File: src/sv/hsv_pkg.sv
// Shared types and constants for the HSV to RGB color converter.
`default_nettype none
package hsv_pkg;

    // Pipeline depth from input register to output register.
    localparam int NUM_STAGES = 8;

    typedef logic [NUM_STAGES-1:0] stage_vec_t;

    // Hue wrap: offset makes any 16-bit signed hue positive and keeps it a
    // multiple of 360 away; the reciprocal gives the exact quotient by 360.
    localparam int HUE_W = 17;
    localparam logic [HUE_W-1:0] HUE_OFFSET = 17'd33120;
    localparam logic [HUE_W-1:0] HUE_RECIP = 17'd93207;
    localparam int HUE_SHIFT = 25;
    localparam logic [HUE_W-1:0] DEG_FULL = 17'd360;

    // Sector boundaries in degrees.
    localparam logic [8:0] DEG_60 = 9'd60;
    localparam logic [8:0] DEG_120 = 9'd120;
    localparam logic [8:0] DEG_180 = 9'd180;
    localparam logic [8:0] DEG_240 = 9'd240;
    localparam logic [8:0] DEG_300 = 9'd300;
    localparam logic [5:0] SECTOR_SPAN = 6'd60;

    // Exact division by 60 for scaled channel values below 2**14.
    localparam int SCALED_W = 14;
    localparam logic [18:0] CHAN_RECIP = 19'd279621;
    localparam int CHAN_SHIFT = 24;

    typedef enum logic [2:0] {
        SECT_RED_YELLOW  = 3'd0,
        SECT_YELLOW_GRN  = 3'd1,
        SECT_GRN_CYAN    = 3'd2,
        SECT_CYAN_BLUE   = 3'd3,
        SECT_BLUE_MAG    = 3'd4,
        SECT_MAG_RED     = 3'd5
    } sector_t;

    typedef struct packed {
        sector_t    sector;
        logic [5:0] rem;
    } hue_ctl_t;

    // Channel term order: full value, p, q and t.
    localparam int TERM_V = 0;
    localparam int TERM_P = 1;
    localparam int TERM_Q = 2;
    localparam int TERM_T = 3;
    localparam int NUM_TERMS = 4;

endpackage
`default_nettype wire

File: src/sv/hsv_to_rgb_color.sv
// Top level of the HSV to RGB color converter with stream ports.
//
// The converter takes one HSV word per clock and returns the matching RGB
// word through an eight-stage pipeline: input register, hue quotient by
// 360, hue remainder, sector split, channel terms, value product, byte
// scaling, and division by 60 with routing into the output register.
// Each stage advances whenever the stage after it is empty or moving, so
// bubbles close up and input is taken while a finished word waits at the
// output. Throughput is one word per clock while the output side takes
// words.
`default_nettype none
module hsv_to_rgb_color #(
    parameter int FRACTION_BITS = 8
) (
    input  wire logic                clk,
    input  wire logic                rst_n,
    input  wire logic                s_axis_tvalid,
    output logic                     s_axis_tready,
    // hue_degrees, saturation, brightness, alpha_in, zero fill.
    input  wire logic [((2*FRACTION_BITS+26+7)/8)*8-1:0] s_axis_tdata,
    output logic                     m_axis_tvalid,
    input  wire logic                m_axis_tready,
    // red, green, blue, alpha_out.
    output logic [31:0]              m_axis_tdata
);

    localparam int SW = FRACTION_BITS + 1;
    localparam int NS = hsv_pkg::NUM_STAGES;

    hsv_pkg::stage_vec_t valid_reg, valid_next, en;
    logic [7:0]          alpha_reg [NS];
    hsv_pkg::hue_ctl_t   ctl;
    logic [SW-1:0]       sat_mid, val_mid;
    logic [7:0]          red, green, blue;

    always_comb
    begin
        en[NS-1] = !valid_reg[NS-1] || m_axis_tready;
        for (int i = NS - 2; i >= 0; i--)
        begin
            en[i] = !valid_reg[i] || en[i+1];
        end
        valid_next[0] = en[0] ? s_axis_tvalid : valid_reg[0];
        for (int i = 1; i < NS; i++)
        begin
            valid_next[i] = en[i] ? valid_reg[i-1] : valid_reg[i];
        end
    end

    always_ff @(posedge clk or negedge rst_n)
    begin
        if (!rst_n)
        begin
            valid_reg <= '0;
        end
        else
        begin
            valid_reg <= valid_next;
        end
    end

    always_ff @(posedge clk)
    begin
        if (en[0])
        begin
            alpha_reg[0] <= s_axis_tdata[2*FRACTION_BITS+18 +: 8];
        end
        for (int i = 1; i < NS; i++)
        begin
            if (en[i])
            begin
                alpha_reg[i] <= alpha_reg[i-1];
            end
        end
    end

    hsv_hue_unit #(
        .FRACTION_BITS(FRACTION_BITS)
    ) u_hue (
        .clk         (clk),
        .en          (en[3:0]),
        .hue_degrees (s_axis_tdata[15:0]),
        .saturation  (s_axis_tdata[16 +: SW]),
        .brightness  (s_axis_tdata[16+SW +: SW]),
        .ctl         (ctl),
        .sat_out     (sat_mid),
        .val_out     (val_mid)
    );

    hsv_chan_unit #(
        .FRACTION_BITS(FRACTION_BITS)
    ) u_chan (
        .clk    (clk),
        .en     (en[7:4]),
        .ctl    (ctl),
        .sat_in (sat_mid),
        .val_in (val_mid),
        .red    (red),
        .green  (green),
        .blue   (blue)
    );

    assign s_axis_tready = en[0];
    assign m_axis_tvalid = valid_reg[NS-1];
    assign m_axis_tdata = {alpha_reg[NS-1], blue, green, red};

endmodule
`default_nettype wire

File: src/sv/hsv_hue_unit.sv
// Input register, hue wrap modulo 360, and sector split with clamped S and V.
`default_nettype none
module hsv_hue_unit #(
    parameter int FRACTION_BITS = 8
) (
    input  wire logic                     clk,
    input  wire logic [3:0]               en,
    input  wire logic [15:0]              hue_degrees,
    input  wire logic [FRACTION_BITS:0]   saturation,
    input  wire logic [FRACTION_BITS:0]   brightness,
    output hsv_pkg::hue_ctl_t             ctl,
    output logic [FRACTION_BITS:0]        sat_out,
    output logic [FRACTION_BITS:0]        val_out
);

    localparam int SW = FRACTION_BITS + 1;
    localparam logic [SW-1:0] ONE = SW'(1 << FRACTION_BITS);
    localparam int PW = 2 * hsv_pkg::HUE_W;

    logic [hsv_pkg::HUE_W-1:0] u1_reg, u2_reg;
    logic [SW-1:0]             s1_reg, s2_reg, s3_reg, s4_reg;
    logic [SW-1:0]             v1_reg, v2_reg, v3_reg, v4_reg;
    logic [7:0]                q2_reg;
    logic [8:0]                h3_reg;
    hsv_pkg::hue_ctl_t         ctl4_reg;

    logic [hsv_pkg::HUE_W-1:0] u1_next;
    logic [PW-1:0]             quot_prod;
    logic [hsv_pkg::HUE_W-1:0] rem_full;
    hsv_pkg::hue_ctl_t         ctl4_next;
    logic [8:0]                base;

    assign u1_next = {hue_degrees[15], hue_degrees} + hsv_pkg::HUE_OFFSET;
    assign quot_prod = PW'(u1_reg) * PW'(hsv_pkg::HUE_RECIP);
    assign rem_full = u2_reg - hsv_pkg::HUE_W'(q2_reg) * hsv_pkg::DEG_FULL;

    always_comb
    begin
        if (h3_reg >= hsv_pkg::DEG_300)
        begin
            ctl4_next.sector = hsv_pkg::SECT_MAG_RED;
            base = hsv_pkg::DEG_300;
        end
        else if (h3_reg >= hsv_pkg::DEG_240)
        begin
            ctl4_next.sector = hsv_pkg::SECT_BLUE_MAG;
            base = hsv_pkg::DEG_240;
        end
        else if (h3_reg >= hsv_pkg::DEG_180)
        begin
            ctl4_next.sector = hsv_pkg::SECT_CYAN_BLUE;
            base = hsv_pkg::DEG_180;
        end
        else if (h3_reg >= hsv_pkg::DEG_120)
        begin
            ctl4_next.sector = hsv_pkg::SECT_GRN_CYAN;
            base = hsv_pkg::DEG_120;
        end
        else if (h3_reg >= hsv_pkg::DEG_60)
        begin
            ctl4_next.sector = hsv_pkg::SECT_YELLOW_GRN;
            base = hsv_pkg::DEG_60;
        end
        else
        begin
            ctl4_next.sector = hsv_pkg::SECT_RED_YELLOW;
            base = 9'd0;
        end
        ctl4_next.rem = 6'(h3_reg - base);
    end

    always_ff @(posedge clk)
    begin
        if (en[0])
        begin
            u1_reg <= u1_next;
            s1_reg <= (saturation > ONE) ? ONE : saturation;
            v1_reg <= (brightness > ONE) ? ONE : brightness;
        end
        if (en[1])
        begin
            u2_reg <= u1_reg;
            q2_reg <= quot_prod[hsv_pkg::HUE_SHIFT +: 8];
            s2_reg <= s1_reg;
            v2_reg <= v1_reg;
        end
        if (en[2])
        begin
            h3_reg <= rem_full[8:0];
            s3_reg <= s2_reg;
            v3_reg <= v2_reg;
        end
        if (en[3])
        begin
            ctl4_reg <= ctl4_next;
            s4_reg <= s3_reg;
            v4_reg <= v3_reg;
        end
    end

    assign ctl = ctl4_reg;
    assign sat_out = s4_reg;
    assign val_out = v4_reg;

endmodule
`default_nettype wire

File: src/sv/hsv_chan_unit.sv
// Channel terms, value product, byte scaling, division by 60 and sector routing to RGB.
`default_nettype none
module hsv_chan_unit #(
    parameter int FRACTION_BITS = 8
) (
    input  wire logic                   clk,
    input  wire logic [3:0]             en,
    input  wire hsv_pkg::hue_ctl_t      ctl,
    input  wire logic [FRACTION_BITS:0] sat_in,
    input  wire logic [FRACTION_BITS:0] val_in,
    output logic [7:0]                  red,
    output logic [7:0]                  green,
    output logic [7:0]                  blue
);

    localparam int SW = FRACTION_BITS + 1;
    localparam int FW = FRACTION_BITS + 6;
    localparam int PW = SW + FW;
    localparam int XW = PW + 8;
    localparam int DW = hsv_pkg::SCALED_W + 19;
    localparam logic [FW-1:0] ONE60 = FW'(60 * (1 << FRACTION_BITS));

    logic [FW-1:0]                fac_reg  [hsv_pkg::NUM_TERMS];
    logic [PW-1:0]                prod_reg [hsv_pkg::NUM_TERMS];
    logic [hsv_pkg::SCALED_W-1:0] w_reg    [hsv_pkg::NUM_TERMS];
    logic [SW-1:0]                v5_reg;
    hsv_pkg::sector_t             sec5_reg, sec6_reg, sec7_reg;
    logic [7:0]                   red_reg, green_reg, blue_reg;

    logic [FW-1:0]                fac_next  [hsv_pkg::NUM_TERMS];
    logic [XW-1:0]                scaled    [hsv_pkg::NUM_TERMS];
    logic [DW-1:0]                div_prod  [hsv_pkg::NUM_TERMS];
    logic [7:0]                   chan      [hsv_pkg::NUM_TERMS];
    logic [7:0]                   red_next, green_next, blue_next;

    always_comb
    begin
        fac_next[hsv_pkg::TERM_V] = ONE60;
        fac_next[hsv_pkg::TERM_P] = ONE60 - FW'(sat_in) * FW'(hsv_pkg::SECTOR_SPAN);
        fac_next[hsv_pkg::TERM_Q] = ONE60 - FW'(sat_in) * FW'(ctl.rem);
        fac_next[hsv_pkg::TERM_T] = ONE60
            - FW'(sat_in) * FW'(hsv_pkg::SECTOR_SPAN - ctl.rem);
    end

    always_comb
    begin
        for (int i = 0; i < hsv_pkg::NUM_TERMS; i++)
        begin
            scaled[i] = {prod_reg[i], 8'd0} - XW'(prod_reg[i]);
            div_prod[i] = DW'(w_reg[i]) * DW'(hsv_pkg::CHAN_RECIP);
            chan[i] = div_prod[i][hsv_pkg::CHAN_SHIFT +: 8];
        end
    end

    always_comb
    begin
        unique case (sec7_reg)
            hsv_pkg::SECT_YELLOW_GRN:
            begin
                red_next = chan[hsv_pkg::TERM_Q];
                green_next = chan[hsv_pkg::TERM_V];
                blue_next = chan[hsv_pkg::TERM_P];
            end
            hsv_pkg::SECT_GRN_CYAN:
            begin
                red_next = chan[hsv_pkg::TERM_P];
                green_next = chan[hsv_pkg::TERM_V];
                blue_next = chan[hsv_pkg::TERM_T];
            end
            hsv_pkg::SECT_CYAN_BLUE:
            begin
                red_next = chan[hsv_pkg::TERM_P];
                green_next = chan[hsv_pkg::TERM_Q];
                blue_next = chan[hsv_pkg::TERM_V];
            end
            hsv_pkg::SECT_BLUE_MAG:
            begin
                red_next = chan[hsv_pkg::TERM_T];
                green_next = chan[hsv_pkg::TERM_P];
                blue_next = chan[hsv_pkg::TERM_V];
            end
            hsv_pkg::SECT_MAG_RED:
            begin
                red_next = chan[hsv_pkg::TERM_V];
                green_next = chan[hsv_pkg::TERM_P];
                blue_next = chan[hsv_pkg::TERM_Q];
            end
            default:
            begin
                red_next = chan[hsv_pkg::TERM_V];
                green_next = chan[hsv_pkg::TERM_T];
                blue_next = chan[hsv_pkg::TERM_P];
            end
        endcase
    end

    always_ff @(posedge clk)
    begin
        if (en[0])
        begin
            for (int i = 0; i < hsv_pkg::NUM_TERMS; i++)
            begin
                fac_reg[i] <= fac_next[i];
            end
            v5_reg <= val_in;
            sec5_reg <= ctl.sector;
        end
        if (en[1])
        begin
            for (int i = 0; i < hsv_pkg::NUM_TERMS; i++)
            begin
                prod_reg[i] <= PW'(v5_reg) * PW'(fac_reg[i]);
            end
            sec6_reg <= sec5_reg;
        end
        if (en[2])
        begin
            for (int i = 0; i < hsv_pkg::NUM_TERMS; i++)
            begin
                w_reg[i] <= scaled[i][2*FRACTION_BITS +: hsv_pkg::SCALED_W];
            end
            sec7_reg <= sec6_reg;
        end
        if (en[3])
        begin
            red_reg <= red_next;
            green_reg <= green_next;
            blue_reg <= blue_next;
        end
    end

    assign red = red_reg;
    assign green = green_reg;
    assign blue = blue_reg;

endmodule
`default_nettype wire

File: config.mk
export PLATFORM = sky130hd
export DESIGN_NAME = hsv_to_rgb_color
export DESIGN_NICKNAME = d
export VERILOG_FILES = /design/src/sv/hsv_pkg.sv /design/src/sv/hsv_to_rgb_color.sv /design/src/sv/hsv_hue_unit.sv /design/src/sv/hsv_chan_unit.sv
export SDC_FILE = /design/constraint.sdc
export NUM_CORES = 2
export LEC_CHECK = 0
export BUFFER_PORTS_ARGS = -buffer_cell sky130_fd_sc_hd__buf_2
export CORE_UTILIZATION = 55
export CTS_CLUSTER_DIAMETER = 120
export CTS_CLUSTER_SIZE = 20
export DETAILED_ROUTE_END_ITERATION = 10
export GPL_ROUTABILITY_DRIVEN = 0
export PLACE_DENSITY = 0.68
export SYNTH_ARGS = -nofsm -noshare
export SYNTH_HDL_FRONTEND = slang
export SYNTH_HIERARCHICAL = 1
export SYNTH_SLANG_ARGS = --single-unit
File: constraint.sdc
create_clock -name clk -period 10.9 [get_ports clk]
set_input_delay 1.09 -clock clk [delete_from_list [all_inputs] [get_ports clk]]
set_output_delay 1.09 -clock clk [all_outputs]
set_load 0.01 [all_outputs]
# == Yosys cells after proc, flatten, opt, wreduce, memory -nomap -nowiden ==
# Memories as Yosys holds them, arrays and structs flattened.
# Index checks and enable logic that the tools add are counted.
# totals
n_memories,4
latch_bits,0
ramBits,268
word_cells,119
mem_bits_ro,0
out_inout_bits,34
input_bits,52
register_bits,174
# memory_table
memory,words,word_bits,rd,rd_ports_with_merged_regs,wr,line,source
u_chan.prod_reg,4,23,4,0,4,hsv_chan_unit.sv:24,logic [PW-1:0] prod_reg [hsv_pkg::NUM_TERMS];
alpha_reg,8,8,8,0,8,hsv_to_rgb_color.sv:31,logic [7:0] alpha_reg [NS];
u_chan.fac_reg,4,14,4,0,4,hsv_chan_unit.sv:23,logic [FW-1:0] fac_reg [hsv_pkg::NUM_TERMS];
u_chan.w_reg,4,14,4,0,4,hsv_chan_unit.sv:25,logic [hsv_pkg::SCALED_W-1:0] w_reg [hsv_pkg::NUM_TERMS];
# op_classes
shifts,0
div,0
n_reduce_logical,21
n_lt_le_gt_ge,7
n_bitwise,0
n_mux,28
eq_ne,5
add_sub_neg,11
multipliers,13
# ops
cell,n
multiplier 14 x 19 -> 32 bit (second input constant),4
subtractor 30 x 23 -> 30 bit,4
multiplier 9 x 14 -> 23 bit,4
case mux 8 bit (3 select lines),3
subtractor 14 bit (first input constant),3
multiplier 17 x 17 -> 33 bit (second input constant),1
2-to-1 mux 6 bit,5
greater-or-equal comparator 9 x 8 -> 1 bit (second input constant),2
> comparator 9 bit (second input constant),2
2-to-1 mux 1 bit,18
adder 17 x 16 -> 17 bit (second input constant),1
multiplier 9 x 14 -> 14 bit,1
multiplier 9 x 6 -> 14 bit,1
multiplier 9 x 4 -> 12 bit (second input constant),1
OR reduction 2 bit,5
greater-or-equal comparator 9 x 6 -> 1 bit (second input constant),1
greater-or-equal comparator 9 x 7 -> 1 bit (second input constant),1
greater-or-equal comparator 9 bit (second input constant),1
subtractor 9 bit,1
logical NOT 1 bit,8
logical OR 1 bit,8
multiplier 8 x 6 -> 6 bit (second input constant),1
subtractor 6 x 6 -> 7 bit (first input constant),1
equality test 3 x 2 -> 1 bit (second input constant),2
4 further kinds,6

# == Longest topological paths before layout ==
# logic_depth
word_depth,11
depth_mapped,24

# == Cells and area by module ==
# The synthesis kept the hierarchy.
# by_module_without_submodules
module,instances,area_each_um2,cells_per_inst,seq_area_each_um2
hsv_chan_unit,1,34742.1,3516,6486.2
hsv_hue_unit,1,9012.4,710,3663.5
hsv_to_rgb_color,1,2331.0,102,2122.0

# == Worst setup path after synthesis ==
# No wires, ideal clock.
# synth_timing
path_kind,register to register
start,register u_chan.v5_reg[1]
end,"memory u_chan/prod_reg[3][22] (netlist bit), data pin"
required_ps,10640
period_less_slack_ps,5072
path_stages_with_launch,20
t_arrival_ps,4813
setup_time_ps,260
n_path_buf,1
path_slack_ps,5828
cell_sequence,edfxtp_1 > clkbuf_1 > nand2_1 > fa_1 > fa_1 > inv_1 > ha_1 > inv_1 > fa_1 > fa_1 > nor2b_1 > o21ai_0 > a21boi_0 > o21ai_0 > a211o_1 > o21ai_0 > nor4_1 > o31ai_1 > o41a_1 > xnor2_1
# synth_lines
element,line,source
start: declaration,hsv_chan_unit.sv:26,logic [SW-1:0] v5_reg;
start signal: assignment,hsv_chan_unit.sv:105,v5_reg <= val_in;
end: declaration,hsv_chan_unit.sv:24,

==> run_results.csv <==
group,metric,value,unit
status,status,"completed",
final_layout,mostFrequentLayoutCells,"inv_1 (884), ha_1 (809), fa_1 (511), edfxtp_1 (402), nand2_1 (317)",
final_layout,syn_to_final_growth,4.98,%
worst_setup_path,critPathCaptureType,"register",
final_layout,stdcell_area,0.0484,mm2
floorplan,dieArea,0.0850,mm2
sta,tns,0,ns
routing,drtIter0Drc,1145,
final_layout,nFillCells,6988,
global_routing,met1_usage,0.278,
yosys,synth_warnings,6,
placement,placed_cell_area,0.0476,mm2
yosys,synth.yosys.seq_area_share,0.266,
worst_setup_path,crit_fanout,11,
cts,post-cts-setup-buffers,0,
routing,firstDrtPassIters,5,
sta,hold_viol,0,
cts,numCtsBuffers,27,
floorplan,die_y,291,um
worst_setup_path,worstSetupPathType,"register to register",
sta,setup_viol,0,
yosys,postSynthRegisterBits,410,
yosys,synthCells,4328,
global_routing,grt_pass1_wl,144,mm
placement,port_buffers,79,
worst_setup_path,worstPathArrival,6.16,ns
yosys,syn_area,0.0461,mm2
final_layout,multi_input_comb_area,0.0301,mm2
sta,period_needed,5.80,ns
sta,drv_slew,0,
final_layout,final_common_cell,"inv_1",
cts,cts_tree,"built",
sta,slew_headroom,0.270,
worst_setup_path,required,11.26,ns
cts,worst_setup_hold_path_clk_slew,0.08,ns
floorplan,start_util,0.559,
floorplan,die_x,291,um
yosys,synth.net_count,5700,
yosys,syn_area_per_cell,10.6,um2
worst_hold_path,min_path_type,"primary input to async pin",
global_routing,grt_usage,0.204,
final_layout,final_nets,5726,
routing,vias_per_cell,5.27,
final_layout,diodes,0,
final_layout,seq_area,0.0123,mm2
global_routing,gr-total-overflow,0,
yosys,synth_edf_count,402,
routing,wl_per_cell,15.2,um
cts,clockRootBuffer,"clkbuf_16",
sta,finalCritPeriodShare,0.532,
routing,num_vias,28700,
sta,clock-skew-final,0.0188,ns
yosys,ys.flop_type,"edfxtp_1",
routing,drtAntennaViolNets,0,
cts,clkSinkCount,410,
placement,dpl.hpwl,67.4,mm
cts,hold_buffers,0,
floorplan,core_area,0.0825,mm2
global_routing,busiest_layer,"met2",
global_routing,met2_usage,0.354,
cts,clock_latency,0.60,ns
global_routing,grt_pass1_vias,30100,
job,drv_cap,0,
global_routing,antenna_found_initial,0,
sta,worst_pin_slew,1.09,ns
final_layout,largest_reg_flops,79,
global_routing,grt_max_degree,62,
floorplan,rows,105,
final_layout,drive_above_1_share,0.0403,
worst_setup_path,worst-r2r-cell-count,22,
yosys,synth.distinct_cells,89,
cts,ctsResizeCount,0,
cts,h-tree-depth,1,
routing,wl,82.8,mm
cts,cts.path.max_buffers,3,
floorplan,num_io_pins,86,
routing,drc_errors,0,
worst_setup_path,cp-start-kind,"register",
global_routing,use_met3,0.0198,
sta,rsz0062_at_grt,"false",
sta,fmax,0.173,GHz
yosys,synthArstFlopShare,0.0195,
## routing by layer
metal,part of all wire,wire (um)
met3,0.031,2530
met4,0.018,1500
met2,0.48,39700
met5,0,0
met1,0.47,39000
## area by class of cell
class | instances | share of cell area
inverter | 886 | 0.0687
tap | 1070 | 0.0277
clock inverter | 9 | 0.00220
clock buffer | 38 | 0.0148
multi-input combinational | 2935 | 0.622
sequential | 410 | 0.254
timing repair buffer | 94 | 0.0105
## metrics by stage
step,setup WS (ns),hold slack (ns),utilization,cells
4_1_cts,5.12,0.275,0.586,5442
3_5_place_dp,5.17,0.405,0.576,5395
5_1_grt,4.68,0.294,0.586,5442
2_1_floorplan,5.83,0.400,-,4328
6_report,5.10,0.310,0.586,5442
3_3_place_gp,5.21,0.400,0.576,5395
## worst max-delay path: stages (launching register included)
cell and delay, ns:
edfxtp_1 0.57, inv_1 0.17, ha_1 0.21, nor2_1 0.07, xnor2_1 0.59, nand2_1 0.17
fa_1 0.44, inv_1 0.09, fa_1 0.39, ha_1 0.28, inv_1 0.05, fa_1 0.47
ha_1 0.34, nor2b_1 0.15, o21ai_0 0.22, a21boi_0 0.16, o21ai_0 0.23, a21boi_0 0.19
o21ai_0 0.19, nand2b_1 0.11, a21o_1 0.19, a21oi_1 0.17, xnor2_1 0.09
## cells in the mapped netlist, drive strengths merged, types with 16 or more instances
master  instances  area, um2
xnor2         157       1380
and2          230       1440
inv           885       3320
a31oi          16        100
a21o           65        492
nor2b          47        294
nor3           39        221
nor2          137        514
nand3          40        200
xor2           56        490
o21ai         102        518
ha            809      10100
o21a           21        159
fa            511      10200
nand2b         24        160
edfxtp        402      12100
clkbuf         86        323
nand4          24        150
nand2         318       1190
a211oi         20        165
a21oi         129        649
## worst paths after layout
check,slack [ns],endpoint,from
max in group asynchronous,10.43,valid_reg[6]$_DFFE_PN0P_,rst_n
worst max register to register,5.10,u_chan/fac_reg[3][13]$_DFFE_PP_,u_hue/ctl[0]$_DFFE_PP_
worst min register to register,0.42,u_hue/s3_reg[0]$_DFFE_PP_,u_hue/s2_reg[0]$_DFFE_PP_
worst min-delay path,0.31,valid_reg[7]$_DFFE_PN0P_,rst_n
worst max-delay path,5.10,u_chan/fac_reg[3][13]$_DFFE_PP_,u_hue/ctl[0]$_DFFE_PP_
min in group clk,0.42,u_hue/s3_reg[0]$_DFFE_PP_,u_hue/s2_reg[0]$_DFFE_PP_
## cells by family (layout without fill, tap and decap cells)
kind of cell / count (synthesis) / in the layout / synth area share
adder cells (fa/ha/maj): 1320 / 1320 / 0.442
buffers and inverters: 983 / 1027 / 0.0809
AND/OR/NAND/NOR: 911 / 911 / 0.0987
AO/OA/AOI/OAI: 483 / 483 / 0.0702
flip-flops: 410 / 410 / 0.266
XOR/XNOR: 213 / 213 / 0.0405
multiplexers: 8 / 8 / 0.00185
Power is not shown: default switching activity piles up to over one toggle a cycle in this logic, so the estimate is an artifact.
